### src/rtl/integer_image_rescaler_macros.svh
// Assertion macros shared by the rescaler RTL.
// Depends on nothing; included by the top level only.
`ifndef INTEGER_IMAGE_RESCALER_MACROS_SVH
`define INTEGER_IMAGE_RESCALER_MACROS_SVH

// Same-cycle implication, disabled while reset is asserted.
`define IRS_ASSERT_IMPLY(label, clk, rst_n, ante, cons) \
  label: assert property (@(posedge clk) disable iff (!(rst_n)) (ante) |-> (cons)) \
    else $error("implication check failed");

// Next-cycle implication, disabled while reset is asserted.
`define IRS_ASSERT_NEXT(label, clk, rst_n, ante, cons) \
  label: assert property (@(posedge clk) disable iff (!(rst_n)) (ante) |=> (cons)) \
    else $error("next-cycle check failed");

`endif

### src/rtl/irs_pkg.sv
// Shared constants, register indexes and types of the integer image rescaler.
// Depends on nothing; used by irs_ctrl, irs_emit and the top level (irs_ram does not use it).
package irs_pkg;

  localparam int SAMPLE_W = 8;
  localparam int PIX_W    = 3 * SAMPLE_W;

  // Defaults for the top-level size parameters.
  localparam int DEF_MAX_WIDTH  = 1024;
  localparam int DEF_MAX_HEIGHT = 4096;
  localparam int DEF_MAX_SCALE  = 8;

  // Configuration port.
  localparam int CFG_IDX_W  = 3;
  localparam int CFG_DATA_W = 13;

  localparam logic [CFG_IDX_W-1:0] CFG_MODE_DOWN     = 3'd0;
  localparam logic [CFG_IDX_W-1:0] CFG_LINE_WIDTH    = 3'd1;
  localparam logic [CFG_IDX_W-1:0] CFG_FRAME_HEIGHT  = 3'd2;
  localparam logic [CFG_IDX_W-1:0] CFG_SCALE_FACTOR  = 3'd3;
  localparam logic [CFG_IDX_W-1:0] CFG_CHANNEL_COUNT = 3'd4;

  // Register field widths and reset values.
  localparam int LW_W = 11;
  localparam int FH_W = 13;
  localparam int SF_W = 4;
  localparam int CC_W = 2;

  localparam logic [LW_W-1:0] RST_LINE_WIDTH    = 11'd640;
  localparam logic [FH_W-1:0] RST_FRAME_HEIGHT  = 13'd480;
  localparam logic [SF_W-1:0] RST_SCALE_FACTOR  = 4'd2;
  localparam logic [CC_W-1:0] RST_CHANNEL_COUNT = 2'd3;

  // Flags of one queued job, passed from the control unit to the emitter.
  typedef struct packed {
    logic from_ram;  // pixel comes from the line store read data
    logic eor;       // last copy closes an output row
    logic eof;       // last copy closes the output frame
    logic dropped;   // pixel ignored while replay runs
  } job_ctrl_t;

endpackage

### src/rtl/irs_emit.sv
// Job register and output register: repeats one pixel the requested number of times.
// Depends on irs_pkg; takes pixel data from the job or from the line store read port.
module irs_emit #(
  parameter int SW = 4
) (
  input  logic                          clk_i,
  input  logic                          rst_ni,
  input  logic                          job_load_i,
  input  irs_pkg::job_ctrl_t            job_ctrl_i,
  input  logic [SW-1:0]                 job_copies_i,
  input  logic [irs_pkg::PIX_W-1:0]     job_px_i,
  input  logic [irs_pkg::PIX_W-1:0]     ram_rdata_i,
  output logic                          take_o,
  output logic                          busy_o,
  output logic                          out_valid_o,
  input  logic                          out_ready_i,
  output logic [irs_pkg::PIX_W-1:0]     out_px_o,
  output logic                          end_of_row_o,
  output logic                          end_of_frame_o,
  output logic                          dropped_o,
  output logic                          last_of_run_o
);

  logic                      job_valid_q;
  irs_pkg::job_ctrl_t        job_ctrl_q;
  logic [SW-1:0]             cnt_q;
  logic [irs_pkg::PIX_W-1:0] px_q;
  logic                      emit, last_copy;

  logic                      out_valid_q;
  logic [irs_pkg::PIX_W-1:0] out_px_q;
  logic                      eor_q, eof_q, drop_q, last_q;

  assign emit      = job_valid_q && (!out_valid_q || out_ready_i);
  assign last_copy = (cnt_q == SW'(1));
  assign take_o    = !job_valid_q || (emit && last_copy);
  assign busy_o    = job_valid_q;

  always_ff @(posedge clk_i or negedge rst_ni) begin
    if (!rst_ni) begin
      job_valid_q <= 1'b0;
    end else if (job_load_i) begin
      job_valid_q <= 1'b1;
    end else if (emit && last_copy) begin
      job_valid_q <= 1'b0;
    end
  end

  always_ff @(posedge clk_i) begin
    if (job_load_i) begin
      job_ctrl_q <= job_ctrl_i;
      cnt_q      <= job_copies_i;
      px_q       <= job_px_i;
    end else if (emit) begin
      cnt_q <= cnt_q - SW'(1);
    end
  end

  always_ff @(posedge clk_i or negedge rst_ni) begin
    if (!rst_ni) begin
      out_valid_q <= 1'b0;
    end else if (emit) begin
      out_valid_q <= 1'b1;
    end else if (out_ready_i) begin
      out_valid_q <= 1'b0;
    end
  end

  // Line store read data holds until the next tick is taken, so read it late
  always_ff @(posedge clk_i) begin
    if (emit) begin
      out_px_q <= job_ctrl_q.from_ram ? ram_rdata_i : px_q;
      eor_q    <= job_ctrl_q.eor && last_copy;
      eof_q    <= job_ctrl_q.eof && last_copy;
      drop_q   <= job_ctrl_q.dropped;
      last_q   <= last_copy;
    end
  end

  assign out_valid_o    = out_valid_q;
  assign out_px_o       = out_px_q;
  assign end_of_row_o   = eor_q;
  assign end_of_frame_o = eof_q;
  assign dropped_o      = drop_q;
  assign last_of_run_o  = last_q;

endmodule

### config.mk
export PLATFORM = sky130hd
export DESIGN_NAME = irs_emit
export DESIGN_NICKNAME = d
export VERILOG_FILES = /design/src/rtl/integer_image_rescaler_macros.svh /design/src/rtl/irs_pkg.sv /design/src/rtl/irs_emit.sv
export SDC_FILE = /design/constraint.sdc
export NUM_CORES = 1
export LEC_CHECK = 0
export BUFFER_PORTS_ARGS = -buffer_cell sky130_fd_sc_hd__buf_2
export CORE_MARGIN = 3
export CORE_UTILIZATION = 52
export DETAILED_ROUTE_END_ITERATION = 10
export PLACE_DENSITY = 0.87
export SETUP_SLACK_MARGIN = 0.3
export SLEW_MARGIN = 20
export SYNTH_ARGS = -nofsm -noshare
export SYNTH_HDL_FRONTEND = slang
export SYNTH_SLANG_ARGS = --single-unit
### constraint.sdc
create_clock -name clk_i -period 5 [get_ports clk_i]
set_input_delay 1.25 -clock clk_i [delete_from_list [all_inputs] [get_ports clk_i]]
set_output_delay 1.25 -clock clk_i [all_outputs]
set_load 0.02 [all_outputs]
# --- Word-level counts from Yosys, hierarchy flattened ---
# Cells that the tools add are included.
word_totals:
  elab_cells: 33
  output_inout_bits: 31
  reg_bits: 62
  inputBits: 60
op_classes:
  eq_ne: 1
  reduce_logical: 11
  mux: 7
  n_addsub: 1
ops:
  columns: ["cell", "count"]
  rows:
  - ["24-bit 2-to-1 mux", 1]
  - ["4-bit 2-to-1 mux", 2]
  - ["2-bit nonzero test", 3]
  - ["4-bit by 1-bit == test with 1-bit output (second input constant)", 1]
  - ["1-bit logical AND", 4]
  - ["1-bit 2-to-1 mux", 4]
  - ["4-bit by 1-bit subtractor with 4-bit output (second input constant)", 1]
  - ["1-bit zero test", 2]
  - ["1-bit logical OR", 2]

# --- Logic depth before layout (Yosys ltp) ---
# Gate-level depths: netlist (run 1).
logic_depth:
  ltp_word: 6
  depth_mapped: 5

# --- Least setup slack after synthesis (run 1) ---
# Ideal clock, no wire load.
synth_timing:
  kind: "in2out"
  from: "input out_ready_i"
  to: "output take_o"
  cell_stages: 3
  path_slack_ns: 2.134
  arrival_time_ns: 1.616
  path_buffers: 0
  cell_sequence: "nand2b_1 > nand2_1 > nand2_1"
synth_via:
  elab_chain_cells: 4
synth_lines:
  columns: ["item", "line_no", "text"]
  rows:
  - ["from (decl)", "irs_emit.sv:16", "input logic out_ready_i,"]
  - ["1-bit logical OR", "irs_emit.sv:34", "assign emit = job_valid_q && (!out_valid_q || out_ready_i);"]
  - ["1-bit logical AND", "irs_emit.sv:34", null]
  - ["1-bit logical AND", "irs_emit.sv:36", "assign take_o = !job_valid_q || (emit && last_copy);"]
  - ["1-bit logical OR", "irs_emit.sv:36", null]
  - ["to (decl)", "irs_emit.sv:13", "output logic take_o,"]
# Every way passes these cells.

# --- Worst setup path in the final report (run 1) ---
# Same ends and word-level chain as after synthesis.

==> impl_metrics.env, run 1 <==
export IMPL_status="completed"
export IMPL_power_share_clock_pct=36.3
export IMPL_synth_top_family_by_area="multiplexers"
export IMPL_clk_pin_slew_worst_paths_ns=0.06
export IMPL_rrSetupSlack_ns=3.46
export IMPL_wire_per_inst_um=14.72
export IMPL_die_w_um=73.92
export IMPL_clockRootBuffer="clkbuf_8"
export IMPL_crit_type="in -> out"
export IMPL_gp_congestion=0.7729
export IMPL_drtPass1Iterations=4
export IMPL_insertion_delay_ns=0.32
export IMPL_cp_end_kind="output port"
export IMPL_clockBufferDepth=2
export IMPL_slew_headroom_pct=50.84
export IMPL_multi_input_area_um2=500.5
export IMPL_avgSynthCellArea_um2=21.23
export IMPL_grt_pass1_wl_um=5947
export IMPL_rsz0062_at_grt="no"
export IMPL_seqPwrFrac_pct=51.5
export IMPL_synthAdderAreaFrac_pct=1.043
export IMPL_r2r_start="out_valid_o"
export IMPL_num_vias=1293
export IMPL_power_frac_comb_pct=12.2
export IMPL_ctsResizeCount=0
export IMPL_grt_overflow=0
export IMPL_final_common_cell="buf_2"
export IMPL_yosys_area_top_type_share_pct=75.12
export IMPL_antenna_found_initial=0
export IMPL_layout_common_cells="buf_2 (90), edfxtp_1 (60), mux2_4 (20), clkbuf_8 (9), mux2_2 (6)"
export IMPL_grt_use_total_pct=15.50
export IMPL_holdBufCountCts=0
export IMPL_ys_warnings_count=0
export IMPL_die_area_mm2=0.005463
export IMPL_finClkSkew_ns=0.003455
export IMPL_p_leak_nw=1.334
export IMPL_port_buffers=90
export IMPL_cts_setup_buffers=0
export IMPL_cts_tree="yes"
export IMPL_drive_above_1_share_pct=61.75
export IMPL_fin_crit_sh_pct=61.51
export IMPL_synthDistinctLibCells=19
export IMPL_synth_top_cell_by_area="edfxtp_1"
export IMPL_syn_instance_count=113
export IMPL_synthXorXnorAreaFrac_pct=0.7303
export IMPL_antenna_cells=0
export IMPL_drt_iter0_markers=31
export IMPL_startpoint_type="primary input"
export IMPL_grt_pass1_vias=1276
export IMPL_hold_violations=0
export IMPL_reg2regPathDepth=4
export IMPL_seqCellArea_mm2=0.001852
export IMPL_die_h_um=73.92
export IMPL_nets=274
export IMPL_cts_htree_levels=3
export IMPL_r2r_end="cnt_q[2]"
export IMPL_required_ns=3.75
export IMPL_fmax_mhz=325.2
export IMPL_wl_um=3960
export IMPL_critPathLaunch="out_ready_i"
export IMPL_start_util_pct=54.34
export IMPL_p_sw_mw=0.2719
export IMPL_tns_ns=0
export IMPL_numCtsBuffers=9
export IMPL_clkSinkCount=62
export IMPL_post_place_cells=253
export IMPL_tightestPinTransition_ns=0.7374
export IMPL_place_hpwl_um=2810
export IMPL_synthMuxAreaShare_pct=15.34
export IMPL_switching_share_pct=21.73
export IMPL_setup_viol_count_final=0
export IMPL_rows=24
export IMPL_netlist_area_mm2=0.002399
export IMPL_path_max_fanout=3
export IMPL_viasPerCell=4.807
export IMPL_fill_cells=281
export IMPL_fin_crit_ns=3.075
export IMPL_ir_drop_v=0.0002972
export IMPL_syn_num_nets=175
export IMPL_ant_nets=0
export IMPL_layout_cells_non_filler=269
export IMPL_coreArea_mm2=0.004414
export IMPL_synth_area_leaders="edfxtp_1 (75%), mux2_4 (13%), mux2_2 (2.8%)"
export IMPL_syn_to_final_growth_pct=29.06
export IMPL_remaining_drc_errors=0
export IMPL_drv_slew=0
export IMPL_pwr_density_cell_mw_per_mm2=404.4
export IMPL_synth_seq_cells=62
export IMPL_internal_power_mw=0.9797
export IMPL_critical_path_endpoint="take_o"
export IMPL_synth_simple_gate_area_share_pct=3.026
export IMPL_grt_max_degree=37
export IMPL_seq_area_frac_synth_pct=77.20
export IMPL_hp_class="reg -> reg"
export IMPL_pin_count=91
export IMPL_crit_arrival_ns=1.83
export IMPL_synth_compound_area_share_pct=0.7303
export IMPL_drv_cap=0
## per-stage QoR
step | worst slack (ns) | util [%] | power, mW | area (um2) | hold WS [ns]
2_1_floorplan | 2.134 | - | 0.7503 | 2399 | 0.4003
3_3_place_gp | 1.968 | 65.48 | 0.8048 | 2890 | 0.4021
3_5_place_dp | 1.934 | 65.48 | 0.8110 | 2890 | 0.4045
4_1_cts | 1.919 | 70.12 | 1.264 | 3095 | 0.4190
5_1_grt | 1.887 | 70.12 | 1.296 | 3095 | 0.4272
6_report | 1.925 | 70.12 | 1.252 | 3095 | 0.4182
## routing by layer
| metal | wire (um) | global-route usage (%) | up-vias |
|---|---|---|---|
| li1 | - | - | 628 |
| met1 | 1588 | 17.77 | 586 |
| met2 | 1891 | 24.90 | 67 |
| met3 | 369 | 4.925 | 12 |
| met4 | 110 | 10.26 | 0 |
| met5 | 0 | 0 | - |
## layout make-up
class / instances / share of cell area [%]
clock inverters: 5 / 2.385
multi-input cells: 45 / 16.17
repair buffers: 92 / 15.04
inverters: 2 / 0.2425
well taps: 52 / 2.102
flip-flops and latches: 62 / 59.82
clock buffers: 11 / 4.244
## how the worst min path moves through the flow
stage                  startpoint        end  slack [ns]  depth (start not counted)
floorplan           job_ctrl_q[0]  dropped_o        0.40                          0
global placement    job_ctrl_q[0]  dropped_o        0.40                          0
detailed placement  job_ctrl_q[0]  dropped_o        0.40                          0
CTS                 job_ctrl_q[0]  dropped_o        0.42                          0
global route        job_ctrl_q[0]  dropped_o        0.43                          0
finish              job_ctrl_q[0]  dropped_o        0.42                          0
## synthesized netlist by cell type, drive strengths merged
library cell	instances
a21o	1
and2	3
buf	3
clkbuf	1
dfrtp	2
edfxtp	60
ha	2
inv	2
mux2	26
nand2	4
nand2b	2
nor3	1
nor3b	1
o21ai	2
or2	1
xnor2	1
xor2	1
## registers in the layout, summed over array words and instances (netlist names)
name / flops
busy_o: 1
cnt_q: 4
dropped_o: 1
end_of_frame_o: 1
end_of_row_o: 1
job_ctrl_q: 4
last_of_run_o: 1
out_px_o: 24
out_valid_o: 1
px_q: 24
## kinds of logic (layout without fill, tap and decap cells)
family	after synthesis	in the layout
flops	62	62
mux	26	26
simple gates	12	12
buf+inv	6	110
compound gates	3	3
fa+ha+maj	2	2
xor+xnor	2	2
## worst max-delay path, cell delays in order
cell and delay (ns):
buf_2 0.10, nand2b_1 0.17, nand2_1 0.10, nand2_1 0.05, buf_2 0.16
## power by group through the flow
stage	logic, mW	registers (mW)	clock network (mW)
floorplan	0.0648	0.685	0
global placement	0.151	0.654	0
detailed placement	0.155	0.656	0
CTS	0.156	0.646	0.462
global route	0.165	0.650	0.481
finish	0.153	0.645	0.454
Note: power is estimated with default switching activity, not from simulation.
==> inputs of run 2 (changes only) <==
--- a/config.mk
+++ b/config.mk
@@ -7,9 +7,9 @@
 export LEC_CHECK = 0
 export BUFFER_PORTS_ARGS = -buffer_cell sky130_fd_sc_hd__buf_2
 export CORE_MARGIN = 3
-export CORE_UTILIZATION = 52
+export CORE_UTILIZATION = 48
 export DETAILED_ROUTE_END_ITERATION = 10
-export PLACE_DENSITY = 0.87
+export PLACE_DENSITY = 0.81
 export SETUP_SLACK_MARGIN = 0.3
 export SLEW_MARGIN = 20
 export SYNTH_ARGS = -nofsm -noshare
==> constraint.sdc (replaced) <==
create_clock -name clk_i -period 3.1 [get_ports clk_i]
set_input_delay 0.775 -clock clk_i [delete_from_list [all_inputs] [get_ports clk_i]]
set_output_delay 0.775 -clock clk_i [all_outputs]
set_load 0.02 [all_outputs]
==> run 2 against run 1 <==
Power up 46%. Count of clock-buffer cells in the layout up 1. Sequential share of layout area up 0.61 points. Clock skew up 0.0050 ns. Largest cell class unchanged. Highest routed layer unchanged.
==> impl_metrics.env, run 2 (same netlist as run 1, synthesis figures left out) <==
export IMPL_status="completed"
export IMPL_crit_arrival_ns=1.49
export IMPL_critPathLaunch="cnt_q[1]"
export IMPL_clkSinkCount=62
export IMPL_rows=25
export IMPL_ir_drop_v=0.0003551
export IMPL_holdBufCountCts=0
export IMPL_antenna_cells=0
export IMPL_hp_class="in -> async"
export IMPL_setup_viol_count_final=0
export IMPL_final_common_cell="buf_2"
export IMPL_post_place_cells=269
export IMPL_fmax_mhz=441.6
export IMPL_cts_htree_levels=3
export IMPL_die_w_um=76.69
export IMPL_p_leak_nw=1.309
export IMPL_required_ns=2.32
export IMPL_coreArea_mm2=0.004786
export IMPL_drv_cap=0
export IMPL_tightestPinTransition_ns=0.5256
export IMPL_pwr_density_cell_mw_per_mm2=596.1
export IMPL_num_vias=1305
export IMPL_remaining_drc_errors=0
export IMPL_syn_to_final_growth_pct=27.75
export IMPL_cp_end_kind="output port"
export IMPL_place_ws_ns=1.012
export IMPL_gp_congestion=0.7212
export IMPL_ant_nets=0
export IMPL_startpoint_type="flip-flop"
export IMPL_antenna_found_initial=0
export IMPL_place_hpwl_um=2877
export IMPL_die_h_um=76.69
export IMPL_fin_crit_sh_pct=73.06
export IMPL_drtPass1Iterations=4
export IMPL_ctsResizeCount=0
export IMPL_drive_above_1_share_pct=60.83
export IMPL_rsz0062_at_grt="no"
export IMPL_grt_use_total_pct=14.28
export IMPL_grt_max_degree=30
export IMPL_cts_setup_buffers=0
export IMPL_port_buffers=90
export IMPL_cts_tree="yes"
export IMPL_clk_pin_slew_worst_paths_ns=0.06
export IMPL_wire_per_inst_um=13.71
export IMPL_power_mw=1.826
export IMPL_wl_um=3895
export IMPL_nets=275
export IMPL_hold_violations=0
export IMPL_fin_crit_ns=2.265
export IMPL_pin_count=91
export IMPL_grt_pass1_vias=1325
export IMPL_insertion_delay_ns=0.32
export IMPL_tns_ns=0
export IMPL_crit_type="reg -> out"
export IMPL_drt_iter0_markers=40
export IMPL_viasPerCell=4.595
export IMPL_layout_cells_non_filler=284
export IMPL_numCtsBuffers=9
export IMPL_fill_cells=348
export IMPL_slew_headroom_pct=64.96
export IMPL_clockRootBuffer="clkbuf_8"
export IMPL_finClkSkew_ns=0.008422
export IMPL_grt_pass1_wl_um=6085
export IMPL_layout_setup_ws_ns=0.8353
export IMPL_r2r_start="out_valid_o"
export IMPL_grt_overflow=0
export IMPL_clockBufferDepth=2
export IMPL_drv_slew=0
export IMPL_layout_common_cells="buf_2 (90), edfxtp_1 (60), mux2_4 (20), clkbuf_8 (9), mux2_2 (6)"
export IMPL_path_max_fanout=4
export IMPL_start_util_pct=50.12
export IMPL_die_area_mm2=0.005881
## run 2: cell types whose count changed in the layout (fill, tap and decap cells not counted), sizes merged
cell	before	now
buf	92	93
bufinv	2	0
clkbuf	11	12
## run 2: per-layer routing
| metal | wire length (um) | vias up | GRT usage, % |
|---|---|---|---|
| met3 | 240 | 10 | 3.873 |
| met4 | 130 | 0 | 11.59 |
| met2 | 2026 | 64 | 24.04 |
| li1 | - | 632 | - |
| met1 | 1497 | 599 | 14.84 |
| met5 | 0 | - | 0 |
## run 2: worst paths after layout
kind	depth (start not counted)	to	slack (ns)
setup / recovery	6	take_o	0.84
hold / removal	1	busy_o	0.22
setup reg to reg	4	cnt_q[1]	1.62
hold reg to reg	0	dropped_o	0.43
max in group asynchronous	1	out_valid_o	2.78
min in group clk_i	0	dropped_o	0.43
## run 2: report_power, final
| part | total [mW] | internal (mW) | switching (mW) |
|---|---|---|---|
| clock network | 0.541 | 0.279 | 0.262 |
| logic | 0.247 | 0.118 | 0.129 |
| registers | 1.04 | 1.02 | 0.0220 |
| total | 1.83 | 1.41 | 0.414 |
## run 2: layout make-up
| type | instances | area, um2 | share of cell area, % |
|---|---|---|---|
| tap | 67 | 83.83 | 2.736 |
| inverter | 2 | 7.507 | 0.2450 |
| sequential | 62 | 1852 | 60.43 |
| clock inverter | 3 | 12.51 | 0.4083 |
| multi-input combinational | 45 | 500.5 | 16.33 |
| clock buffer | 12 | 135.1 | 4.410 |
| timing repair buffer | 93 | 473.0 | 15.43 |
## run 2: worst max-delay path: stages (launching register included)
cell,delay [ns]
edfxtp_1,0.38
inv_1,0.09
ha_1,0.13
nor3b_2,0.24
nand2_1,0.11
nand2_1,0.07
buf_2,0.15
## run 2: stage by stage
step / hold slack [ns] / utilization (%) / cell area (um2)
after floorplan: 0.4003 / - / 2399
after global placement: 0.4042 / 60.94 / 2917
after detailed placement: 0.4117 / 60.94 / 2917
after CTS: 0.2070 / 64.03 / 3064
after global routing: 0.2076 / 64.03 / 3064
final: 0.2246 / 64.03 / 3064
