`src/rtl/integer_image_rescaler_macros.svh`:
```
// Assertion macros shared by the rescaler RTL.
// Depends on nothing; included by the top level only.
`ifndef INTEGER_IMAGE_RESCALER_MACROS_SVH
`define INTEGER_IMAGE_RESCALER_MACROS_SVH

// Same-cycle implication, disabled while reset is asserted.
`define IRS_ASSERT_IMPLY(label, clk, rst_n, ante, cons) \
  label: assert property (@(posedge clk) disable iff (!(rst_n)) (ante) |-> (cons)) \
    else $error("implication check failed");

// Next-cycle implication, disabled while reset is asserted.
`define IRS_ASSERT_NEXT(label, clk, rst_n, ante, cons) \
  label: assert property (@(posedge clk) disable iff (!(rst_n)) (ante) |=> (cons)) \
    else $error("next-cycle check failed");

`endif

```
`src/rtl/irs_pkg.sv`:
```
// Shared constants, register indexes and types of the integer image rescaler.
// Depends on nothing; used by irs_ctrl, irs_emit and the top level (irs_ram does not use it).
package irs_pkg;

  localparam int SAMPLE_W = 8;
  localparam int PIX_W    = 3 * SAMPLE_W;

  // Defaults for the top-level size parameters.
  localparam int DEF_MAX_WIDTH  = 1024;
  localparam int DEF_MAX_HEIGHT = 4096;
  localparam int DEF_MAX_SCALE  = 8;

  // Configuration port.
  localparam int CFG_IDX_W  = 3;
  localparam int CFG_DATA_W = 13;

  localparam logic [CFG_IDX_W-1:0] CFG_MODE_DOWN     = 3'd0;
  localparam logic [CFG_IDX_W-1:0] CFG_LINE_WIDTH    = 3'd1;
  localparam logic [CFG_IDX_W-1:0] CFG_FRAME_HEIGHT  = 3'd2;
  localparam logic [CFG_IDX_W-1:0] CFG_SCALE_FACTOR  = 3'd3;
  localparam logic [CFG_IDX_W-1:0] CFG_CHANNEL_COUNT = 3'd4;

  // Register field widths and reset values.
  localparam int LW_W = 11;
  localparam int FH_W = 13;
  localparam int SF_W = 4;
  localparam int CC_W = 2;

  localparam logic [LW_W-1:0] RST_LINE_WIDTH    = 11'd640;
  localparam logic [FH_W-1:0] RST_FRAME_HEIGHT  = 13'd480;
  localparam logic [SF_W-1:0] RST_SCALE_FACTOR  = 4'd2;
  localparam logic [CC_W-1:0] RST_CHANNEL_COUNT = 2'd3;

  // Flags of one queued job, passed from the control unit to the emitter.
  typedef struct packed {
    logic from_ram;  // pixel comes from the line store read data
    logic eor;       // last copy closes an output row
    logic eof;       // last copy closes the output frame
    logic dropped;   // pixel ignored while replay runs
  } job_ctrl_t;

endpackage

```
`src/rtl/irs_ctrl.sv`:
```
// Configuration registers, frame counters and per-item decision of the rescaler.
// Depends on irs_pkg; drives the line store ports and the emitter job interface.
module irs_ctrl #(
  parameter  int MAX_WIDTH  = irs_pkg::DEF_MAX_WIDTH,
  parameter  int MAX_HEIGHT = irs_pkg::DEF_MAX_HEIGHT,
  parameter  int MAX_SCALE  = irs_pkg::DEF_MAX_SCALE,
  localparam int AW = (MAX_WIDTH > 1) ? $clog2(MAX_WIDTH) : 1,
  localparam int CW = $clog2(MAX_WIDTH + 1),
  localparam int HW = $clog2(MAX_HEIGHT + 1),
  localparam int SW = $clog2(MAX_SCALE + 1),
  localparam int PW = (MAX_SCALE > 1) ? $clog2(MAX_SCALE) : 1
) (
  input  logic                              clk_i,
  input  logic                              rst_ni,
  input  logic                              cfg_we_i,
  input  logic [irs_pkg::CFG_IDX_W-1:0]     cfg_index_i,
  input  logic [irs_pkg::CFG_DATA_W-1:0]    cfg_data_i,
  input  logic                              in_fire_i,
  input  logic                              kind_i,
  input  logic [irs_pkg::SAMPLE_W-1:0]      sample_a_i,
  input  logic [irs_pkg::SAMPLE_W-1:0]      sample_b_i,
  input  logic [irs_pkg::SAMPLE_W-1:0]      sample_c_i,
  output logic                              job_load_o,
  output irs_pkg::job_ctrl_t                job_ctrl_o,
  output logic [SW-1:0]                     job_copies_o,
  output logic [irs_pkg::PIX_W-1:0]         job_px_o,
  output logic                              ram_we_o,
  output logic [AW-1:0]                     ram_waddr_o,
  output logic [irs_pkg::PIX_W-1:0]         ram_wdata_o,
  output logic                              ram_re_o,
  output logic [AW-1:0]                     ram_raddr_o
);

  localparam int MW = (CW > HW) ? ((CW > SW) ? CW : SW) : ((HW > SW) ? HW : SW);
  localparam int XW = MW + 2;

  // Configuration registers
  logic                          mode_down_q;
  logic [irs_pkg::LW_W-1:0]      line_width_q;
  logic [irs_pkg::FH_W-1:0]      frame_height_q;
  logic [irs_pkg::SF_W-1:0]      scale_factor_q;
  logic [irs_pkg::CC_W-1:0]      channel_count_q;

  // Frame state
  logic [CW-1:0] col_q, col_d, rcol_q, rcol_d;
  logic [HW-1:0] row_q, row_d, row_next;
  logic [PW-1:0] col_ph_q, col_ph_d, row_ph_q, row_ph_d, copies_left_q, copies_left_d;
  logic          replay_q, replay_d;

  logic [CW-1:0] w;
  logic [HW-1:0] h;
  logic [SW-1:0] s;
  logic [XW-1:0] x_w, x_h, x_s;
  logic          cfg_hit;
  logic          last_col_px, last_col_rp, last_row;
  logic          keep_dn, eor_dn, eof_dn, col_ph_wrap, row_ph_wrap;
  logic [irs_pkg::PIX_W-1:0] px_in;

  // Clamp the register values into their legal ranges
  always_comb begin
    if (line_width_q == '0) begin
      w = CW'(1);
    end else if (32'(line_width_q) > MAX_WIDTH) begin
      w = CW'(MAX_WIDTH);
    end else begin
      w = CW'(line_width_q);
    end
    if (frame_height_q == '0) begin
      h = HW'(1);
    end else if (32'(frame_height_q) > MAX_HEIGHT) begin
      h = HW'(MAX_HEIGHT);
    end else begin
      h = HW'(frame_height_q);
    end
    if (scale_factor_q == '0) begin
      s = SW'(1);
    end else if (32'(scale_factor_q) > MAX_SCALE) begin
      s = SW'(MAX_SCALE);
    end else begin
      s = SW'(scale_factor_q);
    end
  end

  assign x_w = XW'(w);
  assign x_h = XW'(h);
  assign x_s = XW'(s);

  // Zero the samples beyond the channel count
  assign px_in = {
    (channel_count_q == 2'd3) ? sample_c_i : '0,
    (channel_count_q >= 2'd2) ? sample_b_i : '0,
    sample_a_i
  };

  assign last_col_px = (XW'(col_q) + XW'(1)) >= x_w;
  assign last_col_rp = (XW'(rcol_q) + XW'(1)) >= x_w;
  assign last_row    = (XW'(row_q) + XW'(1)) >= x_h;
  assign row_next    = last_row ? '0 : row_q + HW'(1);

  assign keep_dn = (row_ph_q == '0) && (col_ph_q == '0) &&
                   ((XW'(col_q) + x_s) <= x_w) && ((XW'(row_q) + x_s) <= x_h);
  assign eor_dn  = (XW'(col_q) + (x_s << 1)) > x_w;
  assign eof_dn  = eor_dn && ((XW'(row_q) + (x_s << 1)) > x_h);
  assign col_ph_wrap = (XW'(col_ph_q) + XW'(1)) >= x_s;
  assign row_ph_wrap = (XW'(row_ph_q) + XW'(1)) >= x_s;

  assign cfg_hit = cfg_we_i && (cfg_index_i <= irs_pkg::CFG_CHANNEL_COUNT);

  assign ram_waddr_o = col_q[AW-1:0];
  assign ram_wdata_o = px_in;
  assign ram_raddr_o = rcol_q[AW-1:0];

  always_comb begin
    col_d         = col_q;
    rcol_d        = rcol_q;
    row_d         = row_q;
    col_ph_d      = col_ph_q;
    row_ph_d      = row_ph_q;
    copies_left_d = copies_left_q;
    replay_d      = replay_q;
    job_load_o    = 1'b0;
    job_ctrl_o    = '0;
    job_copies_o  = s;
    job_px_o      = px_in;
    ram_we_o      = 1'b0;
    ram_re_o      = 1'b0;

    if (in_fire_i) begin
      if (mode_down_q) begin
        // ticks mean nothing when shrinking
        if (!kind_i) begin
          job_load_o     = keep_dn;
          job_ctrl_o.eor = eor_dn;
          job_ctrl_o.eof = eof_dn;
          job_copies_o   = SW'(1);
          col_d          = col_q + CW'(1);
          col_ph_d       = col_ph_wrap ? '0 : col_ph_q + PW'(1);
          if (last_col_px) begin
            col_d    = '0;
            col_ph_d = '0;
            row_ph_d = (row_ph_wrap || last_row) ? '0 : row_ph_q + PW'(1);
            row_d    = row_next;
          end
        end
      end else if (replay_q) begin
        if (!kind_i) begin
          job_load_o         = 1'b1;
          job_ctrl_o.dropped = 1'b1;
          job_copies_o       = SW'(1);
          job_px_o           = '0;
        end else begin
          ram_re_o            = 1'b1;
          job_load_o          = 1'b1;
          job_ctrl_o.from_ram = 1'b1;
          job_ctrl_o.eor      = last_col_rp;
          job_ctrl_o.eof      = last_col_rp && (copies_left_q <= PW'(1)) && last_row;
          if (last_col_rp) begin
            rcol_d = '0;
            if (copies_left_q <= PW'(1)) begin
              copies_left_d = '0;
              replay_d      = 1'b0;
              row_d         = row_next;
            end else begin
              copies_left_d = copies_left_q - PW'(1);
            end
          end else begin
            rcol_d = rcol_q + CW'(1);
          end
        end
      end else if (!kind_i) begin
        ram_we_o       = 1'b1;
        job_load_o     = 1'b1;
        job_ctrl_o.eor = last_col_px;
        job_ctrl_o.eof = last_col_px && (s == SW'(1)) && last_row;
        if (last_col_px) begin
          col_d = '0;
          if (s > SW'(1)) begin
            replay_d      = 1'b1;
            copies_left_d = PW'(s - SW'(1));
            rcol_d        = '0;
          end else begin
            row_d = row_next;
          end
        end else begin
          col_d = col_q + CW'(1);
        end
      end
    end

    // a register write restarts the frame
    if (cfg_hit) begin
      col_d         = '0;
      rcol_d        = '0;
      row_d         = '0;
      col_ph_d      = '0;
      row_ph_d      = '0;
      copies_left_d = '0;
      replay_d      = 1'b0;
    end
  end

  always_ff @(posedge clk_i or negedge rst_ni) begin
    if (!rst_ni) begin
      mode_down_q     <= 1'b0;
      line_width_q    <= irs_pkg::RST_LINE_WIDTH;
      frame_height_q  <= irs_pkg::RST_FRAME_HEIGHT;
      scale_factor_q  <= irs_pkg::RST_SCALE_FACTOR;
      channel_count_q <= irs_pkg::RST_CHANNEL_COUNT;
    end else if (cfg_we_i) begin
      unique case (cfg_index_i)
        irs_pkg::CFG_MODE_DOWN:     mode_down_q     <= cfg_data_i[0];
        irs_pkg::CFG_LINE_WIDTH:    line_width_q    <= cfg_data_i[irs_pkg::LW_W-1:0];
        irs_pkg::CFG_FRAME_HEIGHT:  frame_height_q  <= cfg_data_i[irs_pkg::FH_W-1:0];
        irs_pkg::CFG_SCALE_FACTOR:  scale_factor_q  <= cfg_data_i[irs_pkg::SF_W-1:0];
        irs_pkg::CFG_CHANNEL_COUNT: channel_count_q <= cfg_data_i[irs_pkg::CC_W-1:0];
        default: ;
      endcase
    end
  end

  always_ff @(posedge clk_i or negedge rst_ni) begin
    if (!rst_ni) begin
      col_q         <= '0;
      rcol_q        <= '0;
      row_q         <= '0;
      col_ph_q      <= '0;
      row_ph_q      <= '0;
      copies_left_q <= '0;
      replay_q      <= 1'b0;
    end else begin
      col_q         <= col_d;
      rcol_q        <= rcol_d;
      row_q         <= row_d;
      col_ph_q      <= col_ph_d;
      row_ph_q      <= row_ph_d;
      copies_left_q <= copies_left_d;
      replay_q      <= replay_d;
    end
  end

endmodule

```
`config.mk`:
```
export PLATFORM = sky130hd
export DESIGN_NAME = irs_ctrl
export DESIGN_NICKNAME = d
export VERILOG_FILES = /design/src/rtl/integer_image_rescaler_macros.svh /design/src/rtl/irs_pkg.sv /design/src/rtl/irs_ctrl.sv
export SDC_FILE = /design/constraint.sdc
export NUM_CORES = 1
export LEC_CHECK = 0
export BUFFER_PORTS_ARGS = -buffer_cell sky130_fd_sc_hd__buf_2
export CORE_MARGIN = 5
export CORE_UTILIZATION = 63
export CTS_CLUSTER_SIZE = 20
export DETAILED_ROUTE_END_ITERATION = 6
export GPL_TIMING_DRIVEN = 0
export PLACE_DENSITY = 0.9
export RECOVER_POWER = 25
export REMOVE_ABC_BUFFERS = 1
export SLEW_MARGIN = 25
export SYNTH_ARGS = -nofsm -noshare
export SYNTH_HDL_FRONTEND = slang
export SYNTH_SLANG_ARGS = --single-unit
```
`constraint.sdc`:
```
create_clock -name clk_i -period 8.55 [get_ports clk_i]
set_input_delay 0.4275 -clock clk_i [delete_from_list [all_inputs] [get_ports clk_i]]
set_output_delay 0.4275 -clock clk_i [all_outputs]
set_load 0.1 [all_outputs]
```
## Yosys cells after proc, flatten, opt, wreduce, memory -nomap -nowiden

Index checks and enable logic that the tools add are counted.

- Input bits: 45
- Flip-flop bits (word level): 76
- Output and inout port bits: 79

- Add/sub/neg operators: 16
- Reduce and logical (&&, ||, !) cells: 33
- Eq/ne operators: 18
- Muxes and demuxes: 98
- $lt $le $gt $ge: 16

Operators with widths:

| cell | count |
|---|---|
| $mux W13 | 15 |
| $mux W11 | 17 |
| $mux W24 | 4 |
| $mux W3 | 23 |
| $mux W4 | 7 |
| $mux W1 | 26 |
| $add A11 B1 Y12 const B | 2 |
| $ge A12 B11 Y1 | 2 |
| $add A11 B1 Y11 const B | 2 |
| $mux W8 | 2 |
| $add A13 B1 Y14 const B | 1 |
| $add A13 B4 Y14 | 1 |
| $add A13 B5 Y14 | 1 |
| $ge A14 B13 Y1 | 1 |
| $gt A14 B13 Y1 | 1 |
| $le A14 B13 Y1 | 1 |
| $reduce_and A2 Y1 | 7 |
| $add A13 B1 Y13 const B | 1 |
| $gt A13 B13 Y1 const B | 1 |
| $logic_not A13 Y1 | 1 |
| $add A11 B4 Y12 | 1 |
| $add A11 B5 Y12 | 1 |
| $gt A12 B11 Y1 | 1 |
| $le A12 B11 Y1 | 1 |
| 34 further kinds | 61 |

## Longest topological paths before layout

Gate-level depths: netlist of the first run.

- Depth after elaboration: 12
- Depth in mapped cells: 20
- Gate-level depth less buffers: 20

## Worst setup path before layout of the first run

No wires, ideal clock.

- Path kind: register -> output
- Start: reg scale_factor_q[1] (netlist bit)
- End: out job_ctrl_o[1] (netlist bit)
- Setup slack: 4,078 ps
- Cell stages (with the launch flop): 18
- Arrival time: 4,044 ps
- Cells stage by stage: dfstp_2 nor2_1 o21ai_0 inv_1 ha_1 fa_1 a21o_1 a21oi_1 nor2_1 xor2_1 ha_1 nand3_1 o22ai_1 nor3_1 a211oi_1 a21oi_1 o311ai_0 a32o_1

RTL lines:

| item | RTL line | source |
|---|---|---|
| start: declaration | irs_ctrl.sv:41 | `logic [irs_pkg::SF_W-1:0] scale_factor_q;` |
| start signal: assignment | irs_ctrl.sv:207 | `scale_factor_q <= irs_pkg::RST_SCALE_FACTOR;` |
| start signal: assignment | irs_ctrl.sv:214 | `irs_pkg::CFG_SCALE_FACTOR: scale_factor_q <= cfg_data_i[irs_pkg::SF_W-1:0];` |
| end: declaration | irs_ctrl.sv:24 | `output irs_pkg::job_ctrl_t job_ctrl_o,` |

## Worst setup path after layout of the first run

- Start: reg scale_factor_q[3] (netlist bit)
- End: out job_load_o

- Longest elaborated chain between the ends: 10
- Elaborated cells between the ends (all ways): 13
- Classes of those cells: add/sub (2); order compare (3); mux (5); reduce/logical (3)

RTL lines:

| item | RTL line | source |
|---|---|---|
| $gt A4 B4 Y1 | irs_ctrl.sv:77 | `end else if (32'(scale_factor_q) > MAX_SCALE) begin` |
| $mux W4 | irs_ctrl.sv:77 |  |
| $mux W4 * | irs_ctrl.sv:75 | `if (scale_factor_q == '0) begin` |
| $add A11 B4 Y12 | irs_ctrl.sv:101 | `((XW'(col_q) + x_s) <= x_w) && ((XW'(row_q) + x_s) <= x_h);` |
| $le A12 B11 Y1 | irs_ctrl.sv:101 |  |
| $logic_and A1 B1 Y1 | irs_ctrl.sv:100 | `assign keep_dn = (row_ph_q == '0) && (col_ph_q == '0) &&` |
| $logic_and A1 B1 Y1 * | irs_ctrl.sv:101 |  |
| $mux W1 * | irs_ctrl.sv:131 | `if (!kind_i) begin` |
| $mux W1 * | irs_ctrl.sv:129 | `if (mode_down_q) begin` |
| $mux W1 * | irs_ctrl.sv:128 | `if (in_fire_i) begin` |
| end: declaration | irs_ctrl.sv:23 | `output logic job_load_o,` |

Every way passes the cells marked *; elsewhere a longest branch is shown, timed or not.

==> impl_results.md, run 1 <==
* Clock transition at path regs at 0.07 ns
* Die Y at 122 um
* Yosys cell types at 69
* I/O Pins at 124
* Cells after Synth at 908
* Relative slew margins at -86.5%
* Met2 wire length at 10.7 mm
* Vias in the first global route at 6866
* Routability cong. at 0.956
* Max Slew Vio Count at 55
* Async SR Flop Fraction at 100%
* Die area at 14800 um^2
* Initial DRC Count at 743
* Area grow syn2layout at 9.35%
* Non-Filler Instances at 1153
* Setup-failing EPs final at 0
* RSZ-0062 raised after global routing: false
* Syn Std Cell Area at 7840 um^2
* Max Cap Viol at 1
* Hpwl dp at 16.5 mm
* Final Cycle Share at 67.5%
* Crit Path Max Fanout at 8
* WL/cell at 18.7 um
* Failing checks: capacitance limit, slew limit
* IO Port Bufs at 123
* CTS tree: done
* WL met3 at 1.63 mm
* Router iterations before antenna repair at 6
* Setup CP Type: flop to output pin
* Power share of the combinational group at 55.8%
* EDFF count, synth at 0
* First-pass GRT wire length at 33.9 mm
* Nets at 1146
* Dpl cells at 1136
* Fillers at 904
* Congestion Overflow GR at 0
* Ys flop type: dfrtp_1
* Share of the synthesized area in the top cell type at 21.4%
* Worst Max-Slew Pin Slew at 2.80 ns
* Sequential area share after synthesis at 24.4%
* GRT Total Usage at 28.6%
* ANT nets after route at 0
* Reg power frac at 25.5%
* H-Tree Depth at 3
* Final Hold Vio Count at 0
* Yosys top cell by area: dfrtp_1
* Register area at 1910 um^2
* Psw at 1010 uW
* N_diodes at 0
* Top Metal Used: met4
* Core area at 12100 um^2
* Met1 WL at 8.40 mm
* Pint at 992 uW
* Critical Path End Type: output pin
* Num Clock Sinks at 76
* Top cells by area, synth: dfrtp_1 21%, ha_1 19%, xnor2_1 4.2%
* Largest net degree at the start of global routing at 55
* Multi-input gate area at 5390 um^2
* Most common cell after layout, fill and taps aside: buf_2
* Crit path required time at 8.12 ns
* Die X at 122 um
* Util after Layout at 70.8%
* Drt total wl at 21.5 mm
* DRC Markers at 0
* Starting density of the core at 64.7%
* Pwr Density at 234 nW/um^2
* Post-route setup TNS at 0 ns
* Final critical-path required period at 5.77 ns
* Max Root-Sink Buffers at 2
* Status: finished, violations left
* Fmax at 173 MHz
* Syn avg cell area at 8.64 um^2
* Initial antenna violation count at 0
* Share of layout cells above drive strength 1 at 20.5%
* Setup skew after layout at 0.0102 ns
* Worst-Skew Late Latency at 0.35 ns
* Most frequent cells in the layout: 120 x buf_2, 117 x ha_1, 82 x nand2_1, 67 x dfrtp_1, 58 x nor2_1
* Static leakage at 0.00431 uW
* Vias per Instance at 6.20
* Power share of the clock group at 18.7%
* WP data arrival at 5.34 ns
* Worst vdd ir at 0.165 mV
* CP Launch Type: flop
* CTS Buf Count at 9
* Worst hold path class: primary input to flop
* Setup Buffers After CTS at 0
* CTS root buf: clkbuf_16
* Switch share at 50.6%
* Site Rows at 40
* DR vias at 7152
* #FFs+latches synth at 76
* Synth warn at 0
## what timing repair did
item / in CTS / in global routing
hold endpoints to repair: 22 / 0
resized for setup: 0 / 0
setup endpoints to repair: 0 / 0
hold buffers: 1 / 0
## cells in the mapped netlist, drive strengths merged, types with 3 or more instances
cell type,n
fa,4
o211ai,3
nand2b,21
dfstp,9
o22ai,3
buf,45
nand3,40
nor2,60
nor4,8
a32o,6
o21a,9
o21ai,54
inv,39
nand2,82
mux2,29
o21bai,3
xor2,30
dfrtp,67
nor2b,39
xnor2,38
clkbuf,20
a21o,20
a211oi,8
ha,117
and3,17
nand4,22
nor3,16
a31oi,4
or3,3
and2,11
a22o,5
or2,6
a21oi,41
o31ai,5
## power by group through the flow
| stage | Sequential [uW] | Clock [uW] | Combinational [uW] |
|---|---|---|---|
| 2_1_floorplan | 530 | 0 | 796 |
| 3_3_place_gp | 508 | 0 | 1050 |
| 3_5_place_dp | 513 | 0 | 1100 |
| 4_1_cts | 507 | 377 | 1110 |
| 5_1_grt | 520 | 391 | 1220 |
| 6_report | 511 | 375 | 1120 |
## area by class of cell
class,count,share of cell area (%)
Timing Repair Buffer,126,7.38
Tap cell,168,2.45
Sequential cell,76,22.3
Multi-Input combinational cell,728,62.8
Clock inverter,7,0.671
Inverter,39,1.71
Clock buffer,9,2.63
## final timing paths
path / from / endpoint / slack [ns] / cells after the start
setup / recovery: scale_factor_q[3] / job_load_o / 2.78 / 21
hold / removal: cfg_data_i[12] / frame_height_q[12] / 0.28 / 3
setup reg to reg: row_q[5] / row_ph_q[0] / 4.53 / 11
hold reg to reg: col_ph_q[1] / col_ph_q[1] / 0.54 / 2
max in group asynchronous: rst_ni / line_width_q[5] / 4.43 / 3
min in group asynchronous: rst_ni / col_q[1] / 0.87 / 2
## worst max-delay path, cell delays in order, from the launching register on
cell	delay, ns
dfrtp_1	0.52
inv_1	0.29
o21ai_0	0.23
inv_1	0.30
ha_1	0.23
inv_1	0.06
fa_1	0.43
nor2b_1	0.14
o21ai_0	0.11
nand2b_1	0.10
and2_1	0.20
nand2_1	0.10
nor2_1	0.15
xor2_1	0.19
ha_1	0.27
o21ai_0	0.20
nand2b_1	0.10
a21oi_1	0.24
a41oi_1	0.07
a211oi_1	0.36
o32a_1	0.26
buf_2	0.44
## per-layer routing
metal	vias to the layer above	track usage (%)
li1	3336	-
met1	3410	35.4
met2	324	49.2
met3	82	6.08
met4	0	10.6
met5	-	0
## sequential cells by signal (all words and copies together) (netlist names)
register         cells
rcol_q              11
replay_q             1
mode_down_q          1
row_q               13
scale_factor_q       4
col_ph_q             3
channel_count_q      2
frame_height_q      13
line_width_q        11
col_q               11
copies_left_q        3
row_ph_q             3
## per-stage QoR
stage | hold slack (ns) | area (um^2) | power [uW] | setup WS, ns
2_1_floorplan | 0.132 | 7440 | 1330 | 2.51
3_3_place_gp | 0.512 | 8260 | 1560 | 3.50
6_report | 0.276 | 8570 | 2010 | 2.78
5_1_grt | 0.306 | 8570 | 2130 | 2.58
4_1_cts | 0.276 | 8600 | 1990 | 2.93
3_5_place_dp | 0.355 | 8310 | 1610 | 3.35
## kinds of logic after synthesis
family / after synthesis / synth area share [%]
XOR/XNOR: 68 / 7.60
adder cells (fa/ha/maj): 121 / 19.7
multiplexers: 31 / 4.42
AND/OR/NAND/NOR: 329 / 21.5
buffers and inverters: 104 / 7.02
flip-flops: 76 / 24.4
AO/OA/AOI/OAI: 179 / 15.4
No activity file was read; power rests on OpenSTA's default activity.
==> inputs of run 2 (changes only) <==
CORE_UTILIZATION = 59   (was 63)
PLACE_DENSITY = 0.86   (was 0.9)
clock period = 5.85 ns   (was 8.55 ns; I/O delays follow)
==> impl_results.md, run 2 (synthesis results as in run 1) <==
* Critical-path cell list: inv_1 -> o21ai_0 -> inv_1 -> ha_1 -> fa_1 -> a21o_1 -> a21oi_1 -> nor2_1 -> xor2_1 -> ha_1 -> a21oi_1 -> o22ai_1 -> nor3_1 -> a211oi_1 -> a21oi_1 -> o311ai_0 -> a32o_1 -> buf_2
* Most frequent cells in the layout: 120 x buf_2, 117 x ha_1, 82 x nand2_1, 67 x dfrtp_1, 58 x nor2_1
* CTS Buf Count at 9 (unchanged)
* Dpl cells at 1144 (+0.70%)
* Power share of the combinational group at 53.8% (-2.0 points)
* Critical Path End Type: output pin
* Setup-failing EPs final at 0 (unchanged)
* Worst vdd ir at 0.261 mV (+58%)
* Status: finished, violations left
* Vias per Instance at 6.04 (-2.6%)
* Final Hold Vio Count at 0 (unchanged)
* Worst hold path class: primary input to flop
* Relative slew margins at -94.0% (-7.6 points)
* Power share of the clock group at 21.4% (+2.7 points)
* Psw at 1460 uW (+44%)
* CTS tree: done
* IO Port Bufs at 123 (unchanged)
* Initial DRC Count at 594 (-20%)
* Setup Buffers After CTS at 0 (unchanged)
* Worst reg-to-reg path cell count at 14 (+3)
* Setup skew after layout at 0.0144 ns (+0.00425 ns)
* Critical path's largest stage delay at 0.59 ns (+0.07 ns)
* Largest net degree at the start of global routing at 54 (-1.8%)
* Drt total wl at 21.1 mm (-1.8%)
* H-Tree Depth at 3 (unchanged)
* N_diodes at 0 (unchanged)
* DR vias at 7016 (-1.9%)
* Most common cell after layout, fill and taps aside: buf_2
* Static leakage at 0.00433 uW (+0.51%)
* Fmax at 181 MHz
* Worst-Skew Late Latency at 0.36 ns (about the same)
* Die Y at 125 um (+3.1%)
* Pint at 1530 uW (+54%)
* Failing checks: capacitance limit, slew limit
* Congestion Overflow GR at 0 (unchanged)
* CTS root buf: clkbuf_16
* Tot Pwr at 2990 uW (+49%)
* Initial antenna violation count at 1 (+1)
* Nets at 1146 (unchanged)
* Regs by FF count: frame_height_q (13), row_q (13)
* Levels on crit path at 18 (-14%)
* Non-Filler Instances at 1161 (+0.69%)
* DRC Markers at 0 (unchanged)
* Area post-placement at 8320 um^2 (+0.12%)
* Setup CP Type: flop to output pin
* Switch share at 48.8% (-1.8 points)
* Crit Path Max Fanout at 8 (unchanged)
* Die X at 125 um (+3.1%)
* Final Cycle Share at 94.4%
* GRT Total Usage at 26.7% (-1.9 points)
* Max Root-Sink Buffers at 2 (unchanged)
* Final critical-path required period at 5.52 ns
* Router iterations before antenna repair at 5 (-1)
* Max Slew Vio Count at 54 (-1.8%)
* Hpwl dp at 16.0 mm (-3.4%)
* Starting density of the core at 59.7% (-5.1 points)
* Die area at 15700 um^2 (+6.2%)
* Worst slack, placed at 0.801 ns (-2.55 ns)
* Fin area at 8620 um^2 (+0.55%)
* Core area at 13100 um^2 (+8.5%)
* RSZ-0062 raised after global routing: false
* Max Cap Viol at 1 (unchanged)
* CP Launch Type: flop
* Hold depth at 3 (unchanged)
* Site Rows at 42 (+5.0%)
* I/O Pins at 124 (unchanged)
* Worst Max-Slew Pin Slew at 2.91 ns (+0.114 ns)
* Crit path required time at 5.56 ns (-2.56 ns)
* Pwr Density at 346 nW/um^2 (+48%)
* Slowest library cell on the worst path: dfrtp_1
* Routability cong. at 0.937 (-2.0%)
* WL/cell at 18.2 um (-2.5%)
* Share of layout cells above drive strength 1 at 20.2% (-0.30 points)
* Reg power frac at 24.8% (-0.7 points)
* Most frequent CP cell: a21oi_1
* Clock transition at path regs at 0.06 ns (about the same)
* Num Clock Sinks at 76 (unchanged)
* ANT nets after route at 0 (unchanged)
* CP top delay family: compound AO/OA/AOI/OAI gates
* Area grow syn2layout at 9.96%
* WP data arrival at 5.23 ns (-0.11 ns)
* Setup ws final at 0.326 ns (-2.46 ns)
* Vias in the first global route at 6852 (-0.20%)
* First-pass GRT wire length at 34.3 mm (+0.98%)
* WP buf/inv at 3 (-1)
[run 2: through the flow]
step	hold slack, ns	setup TNS [ns]	util (%)
after floorplan	-0.00309	-1.44	-
after global placement	0.493	0	63.0
after detailed placement	0.224	0	63.3
after CTS	0.145	0	65.8
after global routing	0.156	0	65.6
final	0.154	0	65.6
[run 2: power groups by stage]
stage / combinational [uW] / sequential, uW / clock [uW]
floorplan: 1160 / 775 / 0
global route: 1760 / 755 / 668
finish: 1610 / 742 / 639
detailed placement: 1590 / 747 / 0
global placement: 1530 / 743 / 0
CTS: 1600 / 738 / 641
[run 2: layout make-up]
cell class | count | area (um^2)
inverters | 39 | 146
clock inverters | 6 | 95.1
clock buffers | 10 | 229
well taps | 176 | 220
fillers | 1070 | 4520
multi-input cells | 728 | 5390
repair buffers | 126 | 633
flip-flops and latches | 76 | 1910
[run 2: worst min-delay path: stages]
cell	delay (ns)
buf_2	0.08
nand2_1	0.04
o21ai_0	0.06
[run 2: what timing repair did]
action,4_1_cts,5_1_grt
setup endpoints to repair,0,1
resized for setup,0,1
hold buffers,1,0
hold endpoints to repair,23,0
[run 2: worst paths after layout]
| check | startpoint | to | slack (ns) |
|---|---|---|---|
| worst min-delay path | cfg_data_i[12] | frame_height_q[12] | 0.15 |
| worst max register to register | row_q[0] | row_ph_q[2] | 1.91 |
| min in group asynchronous | rst_ni | col_q[6] | 0.74 |
| worst max-delay path | scale_factor_q[3] | job_ctrl_o[1] | 0.33 |
| worst min register to register | scale_factor_q[0] | scale_factor_q[0] | 0.53 |
| max in group asynchronous | rst_ni | frame_height_q[9] | 1.76 |
[run 2: metal layers]
metal  vias up  track usage [%]  routed length (um)
met5         -                0                   0
met3        78             6.10                1510
met2       275             43.2                9940
li1       3348                -                   -
met4         0             12.4                 887
met1      3315             34.0                8800
==> inputs of run 3 (changes only) <==
ABC_AREA = 1   (was unset)
PLACE_DENSITY = 0.85   (was 0.86)
==> impl_results.md, run 3 <==
* Worst-Skew Late Latency at 0.35 ns (about the same)
* Util after Layout at 65.4% (-0.24 points)
* Largest family of logic cells by synthesized area: simple AND/OR/NAND/NOR gates
* Worst slack, placed at 1.22 ns (+0.415 ns)
* Cells after Synth at 1173 (+29%)
* RR Startpoint: col_q[0]
* Setup ws final at 0.851 ns (+0.525 ns)
* Regs by FF count: frame_height_q (13), row_q (13)
* Critical Path End Type: output pin
* Worst vdd ir at 0.269 mV (+2.8%)
* FF-to-FF End: row_q[2]
* Static leakage at 0.00514 uW (+19%)
* Syn avg cell area at 7.05 um^2 (-18%)
* DRC Markers at 0 (unchanged)
* First-pass GRT wire length at 35.3 mm (+3.1%)
* Tot Pwr at 3390 uW (+14%)
* #FFs+latches synth at 76 (unchanged)
* Synth Area in Compound Gates at 9.59% (-5.8 points)
* Site Rows at 43 (+2.4%)
* DR vias at 7922 (+13%)
* Area grow syn2layout at 9.35%
* End of the critical path: job_load_o
* Die area at 16500 um^2 (+5.0%)
* Worst reg-to-reg path cell count at 16 (+2)
* Setup skew after layout at 0.00974 ns (-0.00466 ns)
* N_diodes at 0 (unchanged)
* Most frequent cells in the layout: 274 x nand2_1, 165 x inv_1, 117 x ha_1, 113 x nor2_1, 112 x buf_2
* Worst Max-Slew Pin Slew at 2.30 ns (-0.607 ns)
* Drt total wl at 21.0 mm (-0.57%)
* EDFF count, synth at 0 (unchanged)
* Worst hold path class: primary input to flop
* Failing checks: capacitance limit, slew limit
* GRT Total Usage at 26.2% (-0.46 points)
* Congestion Overflow GR at 0 (unchanged)
* Largest net degree at the start of global routing at 43 (-20%)
* Status: finished, violations left
* Final Hold Vio Count at 0 (unchanged)
* Vias per Instance at 5.49 (-9.1%)
* Async SR Flop Fraction at 100% (unchanged)
* Final Cycle Share at 85.5% (-9.0 points)
* Yosys cell types at 46 (-33%)
* Max Cap Viol at 2 (+1)
* RSZ-0062 raised after global routing: false
* CTS Buf Count at 9 (unchanged)
* Share of layout cells above drive strength 1 at 16.0% (-4.2 points)
* Starting density of the core at 59.8% (+0.11 points)
* H-Tree Depth at 3 (unchanged)
* WL/cell at 14.6 um (-20%)
* Num Clock Sinks at 76 (unchanged)
* IO Port Bufs at 123 (unchanged)
* Setup-failing EPs final at 0 (unchanged)
* Routability cong. at 0.936 (about the same)
* Dpl cells at 1425 (+25%)
* Synth warn at 0 (unchanged)
* Nets at 1423 (+24%)
* CTS root buf: clkbuf_16
* CP Launch Type: flop
* ANT nets after route at 0 (unchanged)
* Non-Filler Instances at 1442 (+24%)
* Worst setup path start: scale_factor_q[2]
* Synthesized-area fraction occupied by adder cells at 18.7% (-1.0 points)
* Post-Synth Simple-Gate Area at 29.3% (+7.8 points)
* Max Root-Sink Buffers at 2 (unchanged)
* Final critical-path required period at 5.00 ns (-0.525 ns)
* Initial DRC Count at 457 (-23%)
* Crit path required time at 5.56 ns (about the same)
* Ys flop type: dfrtp_1
* Fmax at 200 MHz (+11%)
* Share of the synthesized area in the top cell type at 20.3% (-1.1 points)
* Clock transition at path regs at 0.06 ns (about the same)
* Pwr Density at 375 nW/um^2 (+8.4%)
* Sequential area share after synthesis at 23.1% (-1.3 points)
* Synth Area in XOR/XNOR at 6.78% (-0.82 points)
* Hpwl dp at 17.1 mm (+7.0%)
* CTS tree: done
* Die X at 128 um (+2.5%)
* Most common cell after layout, fill and taps aside: nand2_1
* WP data arrival at 4.71 ns (-0.52 ns)
* Syn Std Cell Area at 8270 um^2 (+5.4%)
* Core area at 13800 um^2 (+5.2%)
* R2r setup slk at 2.20 ns (+0.29 ns)
* Yosys top cell by area: dfrtp_1
* Max Slew Vio Count at 79 (+46%)
* Router iterations before antenna repair at 5 (unchanged)
* Commonest cells post-synth: 274 x nand2_1, 165 x inv_1, 117 x ha_1, 113 x nor2_1, 67 x dfrtp_1
* Min Hold Slack at 0.179 ns (+0.0249 ns)
* Top cells by area, synth: dfrtp_1 20%, ha_1 18%, nand2_1 12%
* Crit Path Max Fanout at 9 (+1)
* Mux contribution to synthesized area at 0.136% (-4.3 points)
* Setup CP Type: flop to output pin
* Most common cell in the netlist: nand2_1
* Die Y at 128 um (+2.5%)
* Relative slew margins at -53.6% (+40 points)
* I/O Pins at 124 (unchanged)
* Vias in the first global route at 7664 (+12%)
* Initial antenna violation count at 0 (-1)
run 3: changes by cell type in the layout (fill, tap and decap cells not counted), sizes merged, moves of 22 or more:
cell | previous run | this run
nand2 | 82 | 304
xnor2 | 38 | 12
xor2 | 30 | 52
mux2 | 29 | 1
inv | 41 | 170
nor2b | 39 | 0
nor2 | 60 | 118
nand3 | 40 | 68
run 3: layer usage:
layer  vias to the layer above  track usage [%]  part of all wire, %
met4                         0             10.9                  2.7
met1                      3685             33.8                   43
met2                       288             44.0                   48
li1                       3904                -                    -
met5                         -                0                    0
met3                        45             4.07                  6.4
run 3: where the power goes:
part / leakage [uW] / internal, uW / total (uW) / switching, uW
registers: 0.000983 / 630 / 779 / 149
logic: 0.00401 / 620 / 2070 / 1450
clock network: 0.000145 / 311 / 547 / 235
run 3: worst min-delay path by stage:
stage / start / end / cells past startpoint
2_1_floorplan: rst_ni / col_ph_q[0] / 0
3_5_place_dp: rst_ni / rcol_q[8] / 1
6_report: cfg_data_i[11] / frame_height_q[11] / 2
4_1_cts: cfg_data_i[11] / frame_height_q[11] / 2
5_1_grt: cfg_data_i[11] / frame_height_q[11] / 2
3_3_place_gp: copies_left_q[0] / copies_left_q[0] / 2
run 3: what timing repair did:
action,4_1_cts,5_1_grt
hold buffers,1,0
setup endpoints to repair,0,0
gates resized for setup,0,0
hold endpoints to repair,34,0
buffers inserted,0,0
run 3: cell type report:
cell class                 count  area [um^2]
inverter                     172          646
sequential                    76         1910
multi-input combinational    871         5340
timing repair buffer         127          631
tap                          180          225
clock inverter                 5         36.3
fill                        1198         4790
clock buffer                  11          253
run 3: worst max-delay path: stages (launching register included):
cell and delay [ns]:
dfrtp_1 0.38, inv_1 0.14, a21oi_1 0.09, nor2_1 0.66, ha_1 0.30, inv_1 0.06
fa_1 0.41, o21ai_0 0.30, nand2_1 0.08, nor2_1 0.20, xor2_1 0.17, inv_1 0.06
ha_1 0.28, nand2_1 0.07, o21a_1 0.13, nand2_1 0.05, nand2_1 0.05, nand2_1 0.05
nand2_1 0.05, nand2_1 0.05, nand2_1 0.08, nand3_1 0.14, nand2_1 0.12, buf_2 0.43
run 3: cells by family (layout without fill, tap and decap cells):
| kind of cell | count (synthesis) | after routing |
|---|---|---|
| DFF | 76 | 76 |
| xor gates and xnor gates | 64 | 64 |
| muxes | 1 | 1 |
| adders and majority gates | 121 | 121 |
| buffers and inverters | 226 | 315 |
| AOI/OAI and AO/OA | 142 | 142 |
| and+or+nand+nor | 543 | 543 |
run 3: through the flow:
step                TNS (ns)  area [um^2]
floorplan              -2.18         7890
global placement           0         8730
detailed placement         0         8770
CTS                        0         9070
global route               0         9040
finish                     0         9040
